**config.mk**
```make
export PLATFORM = sky130hd
export DESIGN_NAME = button_mode_selector_display_flat
export DESIGN_NICKNAME = d
export VERILOG_FILES = /design/src/design/bmsd_pkg.sv /design/src/design/bmsd_if.sv /design/src/design/bmsd_button.sv /design/src/design/bmsd_display.sv /design/src/design/button_mode_selector_display.sv /design/src/flat_wrapper.sv
export SDC_FILE = /design/constraint.sdc
export NUM_CORES = 1
export LEC_CHECK = 0
export ABC_AREA = 1
export ABC_CLOCK_PERIOD_IN_PS = 3200
export BUFFER_PORTS_ARGS = -buffer_cell sky130_fd_sc_hd__buf_2
export CAP_MARGIN = 0
export CORE_AREA = 2 2 114 116
export CTS_BUF_LIST = sky130_fd_sc_hd__clkbuf_4 sky130_fd_sc_hd__clkbuf_8
export CTS_CLUSTER_SIZE = 8
export DETAILED_ROUTE_END_ITERATION = 8
export DIE_AREA = 0 0 116 118
export PLACE_DENSITY = 0.68
export RECOVER_POWER = 50
export SKIP_CTS_REPAIR_TIMING = 1
export SYNTH_ARGS = -nofsm -noshare
export SYNTH_HDL_FRONTEND = slang
export SYNTH_SLANG_ARGS = --single-unit
```
**constraint.sdc**
```tcl
create_clock -name clk_i -period 3.2 [get_ports clk_i]
set_input_delay 0.32 -clock clk_i [delete_from_list [all_inputs] [get_ports clk_i]]
set_output_delay 0.32 -clock clk_i [all_outputs]
set_load 0.02 [all_outputs]
```
**src/design/bmsd_pkg.sv**
```systemverilog
// Shared types, constants and the digit decode for the button mode selector.
// No dependencies; used by bmsd_out_if and every module in this folder.
package bmsd_pkg;

  localparam int unsigned DebounceW  = 10;
  localparam int unsigned LongPressW = 16;
  localparam int unsigned RefreshW   = 8;
  localparam int unsigned CfgIdxW    = 2;
  localparam int unsigned CfgDataW   = 16;
  localparam int unsigned SegW       = 7;
  localparam int unsigned DigW       = 2;
  localparam int unsigned BankW      = 3;
  localparam int unsigned PresetW    = 4;
  localparam int unsigned ActionW    = 2;

  localparam logic [DebounceW-1:0]  DebounceRst  = 10'd50;
  localparam logic [LongPressW-1:0] LongPressRst = 16'd500;
  localparam logic [RefreshW-1:0]   RefreshRst   = 8'd4;

  localparam logic [BankW-1:0]   BankLast    = 3'd5;
  localparam logic [PresetW-1:0] PresetLast  = 4'd8;
  localparam logic [PresetW-1:0] PresetFirst = 4'd1;

  localparam logic [DigW-1:0] DigLow  = 2'b01;
  localparam logic [DigW-1:0] DigHigh = 2'b10;

  typedef enum logic [CfgIdxW-1:0] {
    CFG_DEBOUNCE   = 2'd0,
    CFG_LONG_PRESS = 2'd1,
    CFG_REFRESH    = 2'd2,
    CFG_COMMON_AN  = 2'd3
  } cfg_idx_e;

  typedef enum logic [1:0] {
    PH_RELEASED = 2'd0,
    PH_PRESSED  = 2'd1,
    PH_HELD     = 2'd2
  } phase_e;

  typedef enum logic [ActionW-1:0] {
    ACT_NONE  = 2'd0,
    ACT_CLICK = 2'd1,
    ACT_LONG  = 2'd2
  } action_e;

  typedef struct packed {
    logic [DebounceW-1:0]  debounce_ms;
    logic [LongPressW-1:0] long_press_ms;
    logic [RefreshW-1:0]   refresh_ms;
    logic                  anode_mode;
  } cfg_t;

  typedef struct packed {
    logic [BankW-1:0]   bank;
    logic [PresetW-1:0] preset;
    action_e            action;
  } sel_t;

  // 0-9 decode, bit0 = a .. bit6 = g; blank above 9
  function automatic logic [SegW-1:0] glyph(input logic [3:0] num);
    logic [SegW-1:0] seg;
    case (num)
      4'd0:    seg = 7'h3F;
      4'd1:    seg = 7'h06;
      4'd2:    seg = 7'h5B;
      4'd3:    seg = 7'h4F;
      4'd4:    seg = 7'h66;
      4'd5:    seg = 7'h6D;
      4'd6:    seg = 7'h7D;
      4'd7:    seg = 7'h07;
      4'd8:    seg = 7'h7F;
      4'd9:    seg = 7'h6F;
      default: seg = 7'h00;
    endcase
    return seg;
  endfunction

endpackage

```
**src/design/bmsd_if.sv**
```systemverilog
// Valid/ready channel interfaces for button requests and display results.
// Depends on bmsd_pkg for field widths.
interface bmsd_in_if;
  logic valid;
  logic ready;
  logic button_level;

  modport source (output valid, output button_level, input ready);
  modport sink   (input valid, input button_level, output ready);
endinterface

interface bmsd_out_if import bmsd_pkg::*; ();
  logic               valid;
  logic               ready;
  logic [SegW-1:0]    segments;
  logic [DigW-1:0]    digit_enables;
  logic [BankW-1:0]   bank_number;
  logic [PresetW-1:0] preset_number;
  logic [ActionW-1:0] user_action;

  modport source (output valid, output segments, output digit_enables, output bank_number,
                  output preset_number, output user_action, input ready);
  modport sink   (input valid, input segments, input digit_enables, input bank_number,
                  input preset_number, input user_action, output ready);
endinterface

```
**src/design/bmsd_button.sv**
```systemverilog
// Debounced button sampler, click / long-press state machine, bank and preset.
// Depends on bmsd_pkg.
module bmsd_button import bmsd_pkg::*; (
  input  logic clk_i,
  input  logic rst_ni,
  input  logic step_i,
  input  logic pressed_i,
  input  cfg_t cfg_i,
  output sel_t sel_o
);

  phase_e                phase_q, phase_d;
  logic [DebounceW-1:0]  sample_age_q, sample_age_d;
  logic [LongPressW-1:0] press_age_q, press_age_d;
  logic [BankW-1:0]      bank_q, bank_d;
  logic [PresetW-1:0]    preset_q, preset_d;
  action_e               action;
  logic                  press_start;
  logic                  sample;

  always_comb begin
    phase_d     = phase_q;
    action      = ACT_NONE;
    press_start = 1'b0;
    sample      = sample_age_q >= cfg_i.debounce_ms;

    if (sample) begin
      sample_age_d = '0;
      case (phase_q)
        PH_PRESSED: begin
          if (!pressed_i) begin
            phase_d = PH_RELEASED;
            action  = ACT_CLICK;
          end else if (press_age_q >= cfg_i.long_press_ms) begin
            phase_d = PH_HELD;
            action  = ACT_LONG;
          end
        end
        PH_HELD: begin
          if (!pressed_i) phase_d = PH_RELEASED;
        end
        default: begin
          if (pressed_i) begin
            phase_d     = PH_PRESSED;
            press_start = 1'b1;
          end
        end
      endcase
    end else begin
      sample_age_d = (&sample_age_q) ? sample_age_q : sample_age_q + 1'b1;
    end

    if (press_start)        press_age_d = '0;
    else if (&press_age_q)  press_age_d = press_age_q;
    else                    press_age_d = press_age_q + 1'b1;

    bank_d   = bank_q;
    preset_d = preset_q;
    case (action)
      ACT_CLICK: preset_d = (preset_q >= PresetLast) ? PresetFirst : preset_q + 1'b1;
      ACT_LONG:  bank_d   = (bank_q >= BankLast) ? '0 : bank_q + 1'b1;
      default:   ;
    endcase

    sel_o.bank   = bank_d;
    sel_o.preset = preset_d;
    sel_o.action = action;
  end

  always_ff @(posedge clk_i or negedge rst_ni) begin
    if (!rst_ni) begin
      phase_q      <= PH_RELEASED;
      sample_age_q <= '0;
      press_age_q  <= '0;
      bank_q       <= '0;
      preset_q     <= PresetFirst;
    end else if (step_i) begin
      phase_q      <= phase_d;
      sample_age_q <= sample_age_d;
      press_age_q  <= press_age_d;
      bank_q       <= bank_d;
      preset_q     <= preset_d;
    end
  end

endmodule

```
**src/design/bmsd_display.sv**
```systemverilog
// Two-digit multiplexed seven-segment driver with latched pin levels.
// Depends on bmsd_pkg.
module bmsd_display import bmsd_pkg::*; (
  input  logic                 clk_i,
  input  logic                 rst_ni,
  input  logic                 step_i,
  input  cfg_t                 cfg_i,
  input  sel_t                 sel_i,
  output logic [SegW+DigW-1:0] pins_o
);

  logic [RefreshW-1:0]  refresh_age_q, refresh_age_d;
  logic                 showing_high_q, showing_high_d;
  logic [SegW+DigW-1:0] pins_q, pins_d;
  logic [SegW-1:0]      seg;
  logic [DigW-1:0]      dig;
  logic [3:0]           num;

  always_comb begin
    refresh_age_d  = refresh_age_q;
    showing_high_d = showing_high_q;
    pins_d         = pins_q;
    num            = '0;
    seg            = '0;
    dig            = '0;
    if (refresh_age_q >= cfg_i.refresh_ms) begin
      refresh_age_d  = '0;
      showing_high_d = ~showing_high_q;
      num = showing_high_d ? sel_i.preset : {1'b0, sel_i.bank};
      seg = glyph(num);
      dig = showing_high_d ? DigHigh : DigLow;
      // lit digit pulled low for common cathode, segments inverted for common anode
      if (cfg_i.anode_mode) seg = ~seg;
      else                  dig = ~dig;
      pins_d = {dig, seg};
    end else if (!(&refresh_age_q)) begin
      refresh_age_d = refresh_age_q + 1'b1;
    end
  end

  assign pins_o = pins_d;

  always_ff @(posedge clk_i or negedge rst_ni) begin
    if (!rst_ni) begin
      refresh_age_q  <= '0;
      showing_high_q <= 1'b0;
      pins_q         <= '0;
    end else if (step_i) begin
      refresh_age_q  <= refresh_age_d;
      showing_high_q <= showing_high_d;
      pins_q         <= pins_d;
    end
  end

endmodule

```
**src/design/button_mode_selector_display.sv**
```systemverilog
// Button mode selector with two-digit display. Each request is one millisecond
// tick carrying the raw, active-low button level; each request yields exactly one
// result: the latched segment and digit pin levels, the current bank (0..5, stepped
// by long presses) and preset (1..8, stepped by clicks), and the action seen on
// that tick. The button is sampled once more than debounce_ms ticks have passed;
// a long press fires once the hold exceeds long_press_ms; the digits alternate
// once more than refresh_ms ticks have passed, bank on the low digit and preset on
// the high. All age counters saturate. Pins read zero until the first refresh, and
// a change of the polarity register (anode_mode) shows at the next refresh.
// Throughput is one request per clock: the whole tick update is one pass of logic
// from the state registers into the result register, and the result register takes
// a new request whenever it is empty or being drained, and a result is valid in
// the cycle after its request is taken. Configuration writes are taken at any edge
// with cfg_we_i high and should only be made while idle.
module button_mode_selector_display import bmsd_pkg::*; (
  input  logic                clk_i,
  input  logic                rst_ni,
  input  logic                cfg_we_i,
  input  logic [CfgIdxW-1:0]  cfg_index_i,
  input  logic [CfgDataW-1:0] cfg_data_i,
  bmsd_in_if.sink             req_i,
  bmsd_out_if.source          res_o
);

  cfg_t                 cfg_q;
  sel_t                 sel;
  logic [SegW+DigW-1:0] pins;
  logic                 step;
  logic                 out_valid_q;
  logic [SegW+DigW-1:0] pins_q;
  sel_t                 sel_q;

  // register file
  always_ff @(posedge clk_i or negedge rst_ni) begin
    if (!rst_ni) begin
      cfg_q.debounce_ms   <= DebounceRst;
      cfg_q.long_press_ms <= LongPressRst;
      cfg_q.refresh_ms    <= RefreshRst;
      cfg_q.anode_mode    <= 1'b0;
    end else if (cfg_we_i) begin
      case (cfg_idx_e'(cfg_index_i))
        CFG_DEBOUNCE:   cfg_q.debounce_ms   <= cfg_data_i[DebounceW-1:0];
        CFG_LONG_PRESS: cfg_q.long_press_ms <= cfg_data_i[LongPressW-1:0];
        CFG_REFRESH:    cfg_q.refresh_ms    <= cfg_data_i[RefreshW-1:0];
        CFG_COMMON_AN:  cfg_q.anode_mode    <= cfg_data_i[0];
        default:        ;
      endcase
    end
  end

  // a request is taken whenever the result register is free or draining
  assign req_i.ready = !out_valid_q || res_o.ready;
  assign step        = req_i.valid && req_i.ready;

  bmsd_button u_button (
    .clk_i     (clk_i),
    .rst_ni    (rst_ni),
    .step_i    (step),
    .pressed_i (!req_i.button_level),
    .cfg_i     (cfg_q),
    .sel_o     (sel)
  );

  // display sees the bank/preset after this tick's button update
  bmsd_display u_display (
    .clk_i  (clk_i),
    .rst_ni (rst_ni),
    .step_i (step),
    .cfg_i  (cfg_q),
    .sel_i  (sel),
    .pins_o (pins)
  );

  // result register
  always_ff @(posedge clk_i or negedge rst_ni) begin
    if (!rst_ni) begin
      out_valid_q <= 1'b0;
    end else if (step) begin
      out_valid_q <= 1'b1;
    end else if (res_o.ready) begin
      out_valid_q <= 1'b0;
    end
  end

  always_ff @(posedge clk_i) begin
    if (step) begin
      pins_q <= pins;
      sel_q  <= sel;
    end
  end

  assign res_o.valid         = out_valid_q;
  assign res_o.segments      = pins_q[SegW-1:0];
  assign res_o.digit_enables = pins_q[SegW+DigW-1:SegW];
  assign res_o.bank_number   = sel_q.bank;
  assign res_o.preset_number = sel_q.preset;
  assign res_o.user_action   = sel_q.action;

endmodule

```
**src/flat_wrapper.sv**
```systemverilog
// flat-port wrapper written by rule: the top's interface ports become plain ports
module button_mode_selector_display_flat import bmsd_pkg::*;
  (clk_i, rst_ni, cfg_we_i, cfg_index_i, cfg_data_i, req_i_valid, req_i_button_level, req_i_ready, res_o_valid, res_o_segments, res_o_digit_enables, res_o_bank_number, res_o_preset_number, res_o_user_action, res_o_ready);
  bmsd_in_if req_i_i ();
  bmsd_out_if res_o_i ();
  input  logic clk_i;
  input  logic rst_ni;
  input  logic cfg_we_i;
  input  logic [CfgIdxW-1:0] cfg_index_i;
  input  logic [CfgDataW-1:0] cfg_data_i;
  input wire logic [$bits(req_i_i.valid)-1:0] req_i_valid;
  input wire logic [$bits(req_i_i.button_level)-1:0] req_i_button_level;
  output wire logic [$bits(req_i_i.ready)-1:0] req_i_ready;
  output wire logic [$bits(res_o_i.valid)-1:0] res_o_valid;
  output wire logic [$bits(res_o_i.segments)-1:0] res_o_segments;
  output wire logic [$bits(res_o_i.digit_enables)-1:0] res_o_digit_enables;
  output wire logic [$bits(res_o_i.bank_number)-1:0] res_o_bank_number;
  output wire logic [$bits(res_o_i.preset_number)-1:0] res_o_preset_number;
  output wire logic [$bits(res_o_i.user_action)-1:0] res_o_user_action;
  input wire logic [$bits(res_o_i.ready)-1:0] res_o_ready;
  assign req_i_i.valid = req_i_valid;
  assign req_i_i.button_level = req_i_button_level;
  assign req_i_ready = req_i_i.ready;
  assign res_o_valid = res_o_i.valid;
  assign res_o_segments = res_o_i.segments;
  assign res_o_digit_enables = res_o_i.digit_enables;
  assign res_o_bank_number = res_o_i.bank_number;
  assign res_o_preset_number = res_o_i.preset_number;
  assign res_o_user_action = res_o_i.user_action;
  assign res_o_i.ready = res_o_ready;
  button_mode_selector_display u_core (.clk_i(clk_i), .rst_ni(rst_ni), .cfg_we_i(cfg_we_i), .cfg_index_i(cfg_index_i), .cfg_data_i(cfg_data_i), .req_i(req_i_i), .res_o(res_o_i));
endmodule
```
# == Word-level counts from Yosys, hierarchy flattened ==
# Memories as Yosys holds them, arrays and structs flattened.
# Cells that the tools add are included.
# word_totals
mem_bits_ro,112
inputBits,24
output_inout_bits,20
latch_bits,0
ram_bits,0
n_memories,1
register_bits,107
wordCells,92
# mem_list
name,words,width,read_ports,rd_ports_with_merged_regs,wr,line,source
(no name shown),16,7,1,0,0,bmsd_pkg.sv:62,case (num)
# classes
n_shift,0
mux,30
n_addsub,5
div_mod_pow,0
n_reduce_logical,18
eq_ne,13
n_bitwise,3
magnitude_cmp,5
multipliers,0
# op_table
op,n
$mux W16,2
$mux W10,2
$mux W2,10
$add A16 B1 Y16 const B,1
$ge A16 B16 Y1,1
$mux W8,2
$reduce_and A16 Y1,1
$reduce_and A2 Y1,8
$mux W7,2
$mux W4,3
$add A10 B1 Y10 const B,1
$ge A10 B10 Y1,1
$reduce_and A10 Y1,1
$mux W9,1
$add A8 B1 Y8 const B,1
$eq A2 B2 Y1 const B,4
$ge A8 B8 Y1,1
$ne A2 B2 Y1 const B,4
$reduce_and A8 Y1,1
$not A7 Y7,1
$eq A2 B1 Y1 const B,3
$mux W3,2
$mux W1,5
$reduce_and A5 Y1,1
15 further kinds,15

# == Logic depth before layout (Yosys ltp) ==
# Gate-level depths: netlist of run 1.
# An unclocked memory read counts as a cell.
# depth
word_depth,13
ltp_mapped,25
ltp_nobuf,25

# == By module ==
# From an unflattened synthesis of run 1, not the netlist that was laid out.
# hier_totals
cells_unflattened,846
hier_area_um2,6774.0
# by_module_without_submodules
module,seq_area_each_um2,n_inst,cells_per_inst,area_per_inst_um2
bmsd_button,877.1,1,425,3094.2
button_mode_selector_display,1453.9,1,182,2100.8
bmsd_display,450.4,1,239,1579.0

# == Worst setup path after synthesis of run 1 ==
# Ideal clock, no wire load.
# synth_path
kind,flip-flop to flip-flop
start,reg u_core.cfg_q[30] in the netlist's numbering
end,reg u_core.pins_q[3] (data pin)
slack_ps,539
arrival_ps,2408
setup_time_ps,253
synth_period_minus_slack_ps,2661
path_stages_with_launch,22
t_required_ps,2947
n_path_buf,0
cell_sequence,dfstp_2 inv_1 ha_1 nand2_1 inv_1 nand2_1 nand2_1 nand2_1 nand3_4 nand2_2 inv_4 nand2_4 nand2_1 nand3_1 nand2_1 ha_1 nand3_1 nand3_1 nand2_1 nand2_1 nand3_1 nand2_1
# synth_via
elab_chain_cells,10
elab_cells_between_ends,12
cone_classes,1 x order compare; 2 x eq/ne; 7 x mux; 1 x bitwise; 1 x memory
# synth_lines
item,line,source
"start, declared",button_mode_selector_display.sv:25,cfg_t cfg_q;
$ge A10 B10 Y1 *,bmsd_button.sv:25,sample = sample_age_q >= cfg_i.debounce_ms;
$mux W2 *,bmsd_button.sv:27,if (sample) begin
$eq A2 B1 Y1 / $eq A2 B2 Y1 (equally long branches),bmsd_button.sv:59,case (action)
$mux W4 / $mux W3 (equally long branches),bmsd_button.sv:59,
$mux W4 *,bmsd_display.sv:29,"num = showing_high_d ? sel_i.preset : {1'b0, sel_i.bank};"
$mem_v2 Z16 W7 *,-,
$mux W7 *,bmsd_display.sv:26,if (refresh_age_q >= cfg_i.refresh_ms) begin
$not A7 Y7,bmsd_display.sv:33,if (cfg_i.anode_mode) seg = ~seg;
$mux W7 *,bmsd_display.sv:33,
$mux W9 *,bmsd_display.sv:26,
net u_core.pins[3],button_mode_selector_display.sv:27,logic [SegW+DigW-1:0] pins;
"end signal, assigned",button_mode_selector_display.sv:87,pins_q <= pins;
"end, declared",button_mode_selector_display.sv:30,logic [SegW+DigW-1:0] pins_q;
# The timed path passes the listed nets; every way through them passes the cells marked *. The select of a mux whose other input is x is not followed.
# A chain may end at the register's enable or synchronous reset.

==> reports/metrics.cfg, run 1 <==
[worst_setup_path]
cp.required_ns=3.34
cp_top_family=simple AND/OR/NAND/NOR gates
critPathKind=reg -> reg
crit_buf_inv=3
crit_top_cell=nand2_1
ff2ff_path_depth=21
cp_cell_sequence=inv_1 > ha_1 > nand2_1 > inv_1 > nand2_1 > nand2_1 > nand2_1 > nand3_4 > nand2_4 > inv_4 > nand3_1 > o21ai_2 > nand2_1 > nand2_2 > ha_1 > nand3_1 > nand3_1 > nand2_1 > nand2_1 > nand3_1 > nand2_1
r2r-end=u_core.pins_q[3]
worstPathMaxFanout=7
r2r_slack_ns=0.25
crit_path_end_kind=flop
crit_arrival_ns=3.09
crit-reg2reg-launch=u_core.cfg_q[30]
worst_setup_path_start_kind=flop
worst_path_max_delay_cell=dfstp_2
slowest_delay_ns=0.54

[yosys]
synth_most_common_cell=nand2_1
synth_seq_area_share=0.452
synth_ff_type=dfrtp_1
synthArstFlopShare=0.832
synth_edf_count=18
syn_nets=818
synth.distinct_cells=41
synth_top_area_frac=0.317
synth_area_um2=6160
ys_warn_count=0
synth_area_leaders=dfrtp_1, nand2_1, ha_1, edfxtp_1, inv_1
netlist_instances=746
yosysTopAreaCell=dfrtp_1
synthTopCellsByCount=nand2_1, inv_1, dfrtp_1, o21ai_0, nand3_1
syn_avg_cell_area_um2=8.26
ys_ff_latch=107

[die]
io_pins=44
start_util=0.496
die_w_um=116
rows=41
die_h_um=118
dieArea_um2=13700
core-area_um2=12400

[timing]
finalCritPeriodShare=0.922
slew_viol_final=69
slew_headroom=-0.147
setup_violations=0
period_needed_ns=2.95
fin_setup_tns_ns=0
tightestPinTransition_ns=1.72
hold_violations=0
rsz0062_at_grt=yes
max_clock_freq_mhz=339
fin_skew_ns=0.0130
hold_ws_ns=0.179

[worst_hold_path]
worstHoldPathCells=3
hp-start=cfg_data_i[11]
hold_class=in -> reg
min_to=u_core.cfg_q[20]

[cells_and_area]
antenna_cells=0
drive_gt1_frac=0.150
syn_to_final_growth_pct=10.1
nets=866
fill_cells=1200

[placed_design]
gp_congestion=0.928
dpl.hpwl_mm=9.74
io_buffers=43

[global_route]
grt_use_total=0.202
antenna_found_initial=0
grt_max_degree=69
grt_pass1_vias=4769
grt_overflow=0
grt_pass1_wl_mm=22.0

[power]
leakage_nw=3.49
total_power_mw=5.14
p_per_area_nw_per_um2=758
peakVddDrop_mv=0.367

[clocking]
cts.sinks=107
clock_latency_ns=0.38
cts_max_path_buffers=2
clk_pin_slew_ns=0.10
htree_num_levels=3
cts_tree=built
root_buffer=clkbuf_8
numCtsBuffers=9

[detailed_routing]
vias=4911
drcViolationCount=0
vias_per_cell=5.06
dr.pass1.iters=5
drt_iter0_drc=258
routed_wirelength_mm=12.9
wl_per_cell_um=13.3
drtAntennaViolNets=0

[outcome]
violations=max-capacitance violations, max-slew violations
outcome=complete, but fails checks

[job]
max-cap-violations=1

metal layers:
layer / global-route usage / part of all wire / up-vias
met5: 0 / 0 / -
met4: 0.0513 / 0.015 / 0
met3: 0.0484 / 0.047 / 17
met2: 0.338 / 0.49 / 107
met1: 0.263 / 0.45 / 2281
li1: - / - / 2506
placed cells by master, fill, tap and decap left out, types with 3 or more instances in the layout:
cell type	instances
dfstp_2	11
edfxtp_1	18
nor4_1	4
a31oi_1	5
buf_4	5
nor2_4	4
nand2_4	7
nand3_1	49
inv_4	4
buf_2	41
nand3_2	6
inv_1	119
o21ai_0	62
nand2_2	9
inv_2	5
clkbuf_1	4
xor2_1	6
a21oi_1	37
nor3_1	13
nand2_1	176
o21ai_1	3
dfrtp_1	78
clkbuf_8	10
nor2_1	39
nor2_2	3
nand4_1	6
ha_1	48
logic make-up after synthesis:
logic type	Yosys count	share of synthesized area
fa+ha+maj	48	0.0975
xor+xnor	6	0.00853
flops	107	0.452
compound gates	119	0.105
simple gates	326	0.247
buf+inv	140	0.0898
layout make-up:
cell class                 count  area (um2)  share of cell area
sequential                   107        2780               0.410
inverter                     126         478              0.0705
tap                          172         215              0.0317
timing repair buffer          51         263              0.0387
clock buffer                  10         138              0.0203
multi-input combinational    499        2840               0.419
clock inverter                 6        62.6             0.00923
state kept, by name (all words and copies together), names as in the netlist:
| name | cells |
|---|---|
| u_core.u_display.refresh_age_q | 8 |
| u_core.res_o.user_action | 2 |
| u_core.cfg_q | 35 |
| u_core.res_o.preset_number | 4 |
| u_core.u_button.sample_age_q | 10 |
| u_core.pins_q | 9 |
| u_core.u_button.press_age_q | 16 |
| u_core.u_button.phase_q | 2 |
| u_core.u_button.bank_q | 3 |
| u_core.u_display.pins_q | 9 |
| u_core.u_button.preset_q | 4 |
| u_core.u_display.showing_high_q | 1 |
| u_core.res_o.bank_number | 3 |
| u_core.res_o.valid | 1 |
worst max-delay path by stage:
stage | start | to | slack, ns | depth (start not counted)
floorplan | u_core.cfg_q[30] | u_core.pins_q[3] | 0.54 | 21
global route | u_core.cfg_q[30] | u_core.pins_q[3] | -0.05 | 21
finish | u_core.cfg_q[30] | u_core.pins_q[3] | 0.25 | 21
CTS | u_core.cfg_q[30] | u_core.pins_q[3] | 0.20 | 19
global placement | u_core.cfg_q[30] | u_core.pins_q[3] | 0.38 | 19
detailed placement | u_core.cfg_q[30] | u_core.pins_q[3] | 0.23 | 19
report_power, final:
part           total (mW)  switching (mW)  internal (mW)
combinational        2.19            1.40          0.791
sequential           2.11           0.282           1.83
clock               0.845           0.462          0.383
worst min-delay path, delay by kind of cell:
family	cells	cell delay (ns)
AOI/OAI and AO/OA	1	0.09
buffers and inverters	1	0.07
and+or+nand+nor	1	0.03
stage by stage:
step	area (um2)	worst slack [ns]	util	instances
3_3_place_gp	6560	0.381	0.529	953
5_1_grt	6780	-0.0477	0.546	971
3_5_place_dp	6560	0.225	0.529	953
6_report	6780	0.251	0.546	971
2_1_floorplan	6160	0.539	-	746
4_1_cts	6760	0.202	0.545	969
(Power assumes the default switching activity.)
==> run 2: changes to the inputs <==
--- a/config.mk
+++ b/config.mk
@@ -7,14 +7,13 @@
 export LEC_CHECK = 0
 export ABC_AREA = 1
 export ABC_CLOCK_PERIOD_IN_PS = 3200
-export BUFFER_PORTS_ARGS = -buffer_cell sky130_fd_sc_hd__buf_2
 export CAP_MARGIN = 0
 export CORE_AREA = 2 2 114 116
 export CTS_BUF_LIST = sky130_fd_sc_hd__clkbuf_4 sky130_fd_sc_hd__clkbuf_8
 export CTS_CLUSTER_SIZE = 8
 export DETAILED_ROUTE_END_ITERATION = 8
 export DIE_AREA = 0 0 116 118
-export PLACE_DENSITY = 0.68
+export DONT_BUFFER_PORTS = 1
 export RECOVER_POWER = 50
 export SKIP_CTS_REPAIR_TIMING = 1
 export SYNTH_ARGS = -nofsm -noshare
==> run 2 against run 1 <==
The flow still finishes with violations (max-capacitance violations, max-slew violations); flip-flop and latch count stayed put; final area is 3.3% lower; count of clock-buffer cells in the layout is 1 higher; largest power group is now sequential cells.
==> reports/metrics.cfg, run 2 (synthesized netlist as in run 1, its figures left out) <==
[global_route]
grt_pass1_wl_mm=21.8
grt_max_degree=90
grt_pass1_vias=4603
grt_use_total=0.202
grt_overflow=0
antenna_found_initial=0

[clocking]
htree_num_levels=3
cts.sinks=107
clock_latency_ns=0.39
cts_tree=built
clk_pin_slew_ns=0.10
cts_max_path_buffers=2
numCtsBuffers=9
root_buffer=clkbuf_8

[cells_and_area]
syn_to_final_growth_pct=6.46
reg.largest.list=u_core.cfg_q x35, u_core.u_button.press_age_q x16, u_core.u_button.sample_age_q x10
drive_gt1_frac=0.101
fin_util=0.528
fill_cells=1188
antenna_cells=0
nets=821
largest_reg_flops=35
fin_cells=926
final_cell_mix=nand2_1, inv_1, dfrtp_1
finalInstanceArea_um2=6560
layout_commonest_cell=nand2_1
regMostFlops=u_core.cfg_q

[timing]
max_clock_freq_mhz=340
fin_ws_ns=0.260
period_needed_ns=2.94
setup_violations=0
tightestPinTransition_ns=2.23
slew_viol_final=90
fin_skew_ns=0.0128
hold_violations=0
rsz0062_at_grt=yes
finalCritPeriodShare=0.919
slew_headroom=-0.489

[die]
io_pins=44
rows=41
start_util=0.496
die_h_um=118
dieArea_um2=13700
core-area_um2=12400
die_w_um=116

[worst_setup_path]
crit_top_cell=nand2_1
ff2ff_path_depth=20
slowest_delay_ns=0.54
worst_setup_path_start_kind=flop
crit_arrival_ns=3.09
cp_top_family=simple AND/OR/NAND/NOR gates
r2r_slack_ns=0.26
crit-reg2reg-launch=u_core.cfg_q[30]
cp.required_ns=3.35
crit_path_end_kind=flop
worst_path_max_delay_cell=dfstp_2
critPathKind=reg -> reg
cp_cell_sequence=inv_1 > ha_1 > nand2_1 > nor2_1 > nand3_2 > nand3_4 > nand2_4 > inv_4 > nand2_1 > nand2_1 > inv_1 > nand2_1 > nand2_1 > ha_1 > inv_1 > nand3_1 > nand3_1 > nand3_1 > nand3_1 > nand2_1
crit_cells=20
r2r-end=u_core.pins_q[5]
worstPathMaxFanout=7
worstSetupStartpoint=u_core.cfg_q[30]
crit_buf_inv=4

[placed_design]
gp_congestion=0.880
dp_cells=908
dp_slack_ns=0.218
io_buffers=0
dpl_cell_area_um2=6330
dpl.hpwl_mm=9.55

[detailed_routing]
wl_per_cell_um=13.8
drt_iter0_drc=259
drcViolationCount=0
dr.pass1.iters=5
routed_wirelength_mm=12.8
vias_per_cell=5.09
vias=4711
drtAntennaViolNets=0

[power]
peakVddDrop_mv=0.322
leakage_nw=3.32
p_per_area_nw_per_um2=777

[outcome]
violations=max-capacitance violations, max-slew violations
outcome=complete, but fails checks

[job]
max-cap-violations=1

[worst_hold_path]
hold_class=in -> reg
min_to=u_core.cfg_q[22]
worstHoldPathCells=2
hp-start=cfg_data_i[13]

run 2: metal layers:
metal | GRT usage | vias up | wire [um]
met5 | 0 | - | 0
li1 | - | 2417 | -
met2 | 0.336 | 66 | 6310
met1 | 0.267 | 2212 | 5880
met3 | 0.0252 | 16 | 313
met4 | 0.0774 | 0 | 278
run 2: cell type report:
cell class                      instances  area, um2  share of cell area
Clock buffer                           11        139              0.0212
Clock inverter                          5       60.1             0.00916
Inverter                              126        478              0.0729
Multi-Input combinational cell        499       2840               0.433
Sequential cell                       107       2780               0.424
Tap cell                              172        215              0.0328
Timing Repair Buffer                    6       45.0             0.00687
run 2: worst max-delay path by stage:
stage | to | slack (ns)
3_5_place_dp | u_core.pins_q[3] | 0.22
6_report | u_core.pins_q[5] | 0.26
5_1_grt | u_core.pins_q[5] | -0.02
3_3_place_gp | u_core.pins_q[3] | 0.32
2_1_floorplan | u_core.pins_q[3] | 0.54
4_1_cts | u_core.pins_q[3] | 0.21
run 2: per-stage QoR:
stage,hold slack (ns),TNS (ns),power (mW)
6_report,0.0826,0,5.10
5_1_grt,0.0774,-0.0260,5.57
4_1_cts,-0.406,0,5.11
3_5_place_dp,0.0302,0,4.23
3_3_place_gp,0.0293,0,4.15
2_1_floorplan,0.0244,0,3.76
run 2: where the power goes:
group          switching (mW)  internal, mW  leakage, nW
Sequential              0.380          1.83         1.26
Combinational            1.28         0.739         1.96
Clock                   0.480         0.384        0.101
Total                    2.14          2.96         3.32
==> run 3: changes to the inputs <==
--- a/config.mk
+++ b/config.mk
@@ -14,8 +14,8 @@
 export DETAILED_ROUTE_END_ITERATION = 8
 export DIE_AREA = 0 0 116 118
 export DONT_BUFFER_PORTS = 1
+export PLACE_DENSITY_LB_ADDON = 0.05
 export RECOVER_POWER = 50
-export SKIP_CTS_REPAIR_TIMING = 1
 export SYNTH_ARGS = -nofsm -noshare
 export SYNTH_HDL_FRONTEND = slang
 export SYNTH_SLANG_ARGS = --single-unit
==> run 3 against run 2 <==
Non-clock buffer count rose by 1; utilization rose by 0.24 points; the run still ends with max-capacitance violations, max-slew violations left; fmax rose by 1.1%; critical path type unchanged; flip-flop and latch count did not move.
==> reports/metrics.cfg, run 3 (synthesized netlist as in run 1, its figures left out) <==
[outcome]
outcome=complete, but fails checks
violations=max-capacitance violations, max-slew violations

[detailed_routing]
dr.max_layer_used=met4
vias=4653
drcViolationCount=0
met1_length_mm=6.12
wl_met2_mm=5.90
vias_per_cell=5.02
wl_per_cell_um=13.6
dr.pass1.iters=4
drtAntennaViolNets=0
routed_wirelength_mm=12.6
met3_wirelength_um=440
drt_iter0_drc=346

[cells_and_area]
drive_gt1_frac=0.0993
nets=822
fin_util=0.531
regMostFlops=u_core.cfg_q
antenna_cells=0
syn_to_final_growth_pct=6.95
layout_commonest_cell=nand2_1
reg.largest.list=u_core.cfg_q x35, u_core.u_button.press_age_q x16, u_core.u_button.sample_age_q x10
largest_reg_flops=35
final_cell_mix=nand2_1, inv_1, dfrtp_1

[timing]
rsz0062_at_grt=no
fin_skew_ns=0.0179
max_clock_freq_mhz=344
hold_violations=0
finalCritPeriodShare=0.909
period_needed_ns=2.91
fin_ws_ns=0.292
slew_headroom=-0.501
tightestPinTransition_ns=2.25
slew_viol_final=90
fin_setup_tns_ns=0
setup_violations=0

[worst_setup_path]
ff2ff_path_depth=21
cp.required_ns=3.35
cp_cell_sequence=inv_1 > ha_1 > nand2_1 > inv_1 > nand2_1 > nand2_1 > nand2_1 > nand3_4 > nand2_2 > inv_4 > nand2_4 > nand2_1 > nand3_1 > nand2_1 > ha_1 > nand3_1 > nand3_1 > nand2_1 > nand2_1 > nand3_1 > nand2_1
crit_cells=21
worst_path_max_delay_cell=dfstp_2
worstPathMaxFanout=5
crit_arrival_ns=3.06
slowest_delay_ns=0.54
crit_top_cell=nand2_1
crit_buf_inv=3
crit_path_end_kind=flop
cp_top_family=simple AND/OR/NAND/NOR gates
worst_setup_path_start_kind=flop
critPathKind=reg -> reg

[die]
io_pins=44
dieArea_um2=13700
die_h_um=118
die_w_um=116
core-area_um2=12400
start_util=0.496
rows=41

[job]
max-cap-violations=1

[placed_design]
gp_congestion=0.903
io_buffers=0
dpl.hpwl_mm=9.50
dp_slack_ns=0.239

[power]
switchingPower_mw=2.12
leakage_nw=3.34
power_frac_comb=0.388
p_seq_frac=0.429
swShare=0.410
p_int_mw=3.05
p_per_area_nw_per_um2=785
peakVddDrop_mv=0.313
p_clk_frac=0.183

[global_route]
grt_pass1_vias=4584
antenna_found_initial=0
grt_overflow=0
grt_use_total=0.202
grt_max_degree=90
grt_pass1_wl_mm=21.8

[clocking]
numCtsBuffers=9
cts.sinks=107
htree_num_levels=3
root_buffer=clkbuf_8
cts_max_path_buffers=2
clock_latency_ns=0.39
clk_pin_slew_ns=0.10
cts_tree=built

[worst_hold_path]
worstHoldPathCells=2
hold_class=in -> reg

[run 3: repair_timing]
item                                    in CTS  in global routing
hold endpoints to repair                    89                  0
gates resized for setup                      0                  2
endpoints found under the setup margin       0                  3
setup buffers                                0                  0
hold buffers                                 2                  0
[run 3: stage by stage]
stage                     power, mW  std cells  area [um2]  hold WS, ns
final                          5.17        927        6590       0.0900
after global routing           5.65        927        6590       0.0818
after CTS                      5.22        927        6600       0.0568
after detailed placement       4.23        909        6340       0.0284
after global placement         4.16        909        6340       0.0273
after floorplan                3.76        746        6160       0.0244
[run 3: cell type report]
class                      count  area [um2]
fill                        1173        5830
multi-input combinational    499        2830
sequential                   107        2780
inverter                     126         478
tap                          172         215
clock buffer                  12         153
clock inverter                 4        73.8
timing repair buffer           7        52.6
[run 3: path summary, 6_finish.rpt]
kind / to / startpoint / slack [ns]
max in group asynchronous: u_core.u_button.press_age_q[11] / rst_ni / 0.73
hold / removal: u_core.cfg_q[24] / cfg_data_i[15] / 0.09
setup reg to reg: u_core.pins_q[3] / u_core.cfg_q[30] / 0.29
min in group asynchronous: u_core.u_button.sample_age_q[8] / rst_ni / 1.13
hold reg to reg: u_core.cfg_q[32] / u_core.cfg_q[32] / 0.49
setup / recovery: u_core.pins_q[3] / u_core.cfg_q[30] / 0.29
[run 3: power groups by stage]
stage / Combinational, mW / Sequential, mW / Clock (mW)
floorplan: 1.63 / 2.13 / 0
global placement: 1.92 / 2.24 / 0
detailed placement: 1.98 / 2.24 / 0
CTS: 2.02 / 2.22 / 0.983
global route: 2.35 / 2.27 / 1.02
finish: 2.01 / 2.22 / 0.946
[run 3: per-layer routing]
layer | vias to the layer above | track usage
li1 | 2414 | -
met1 | 2161 | 0.268
met2 | 68 | 0.328
met3 | 10 | 0.0536
met4 | 0 | 0.0506
met5 | - | 0
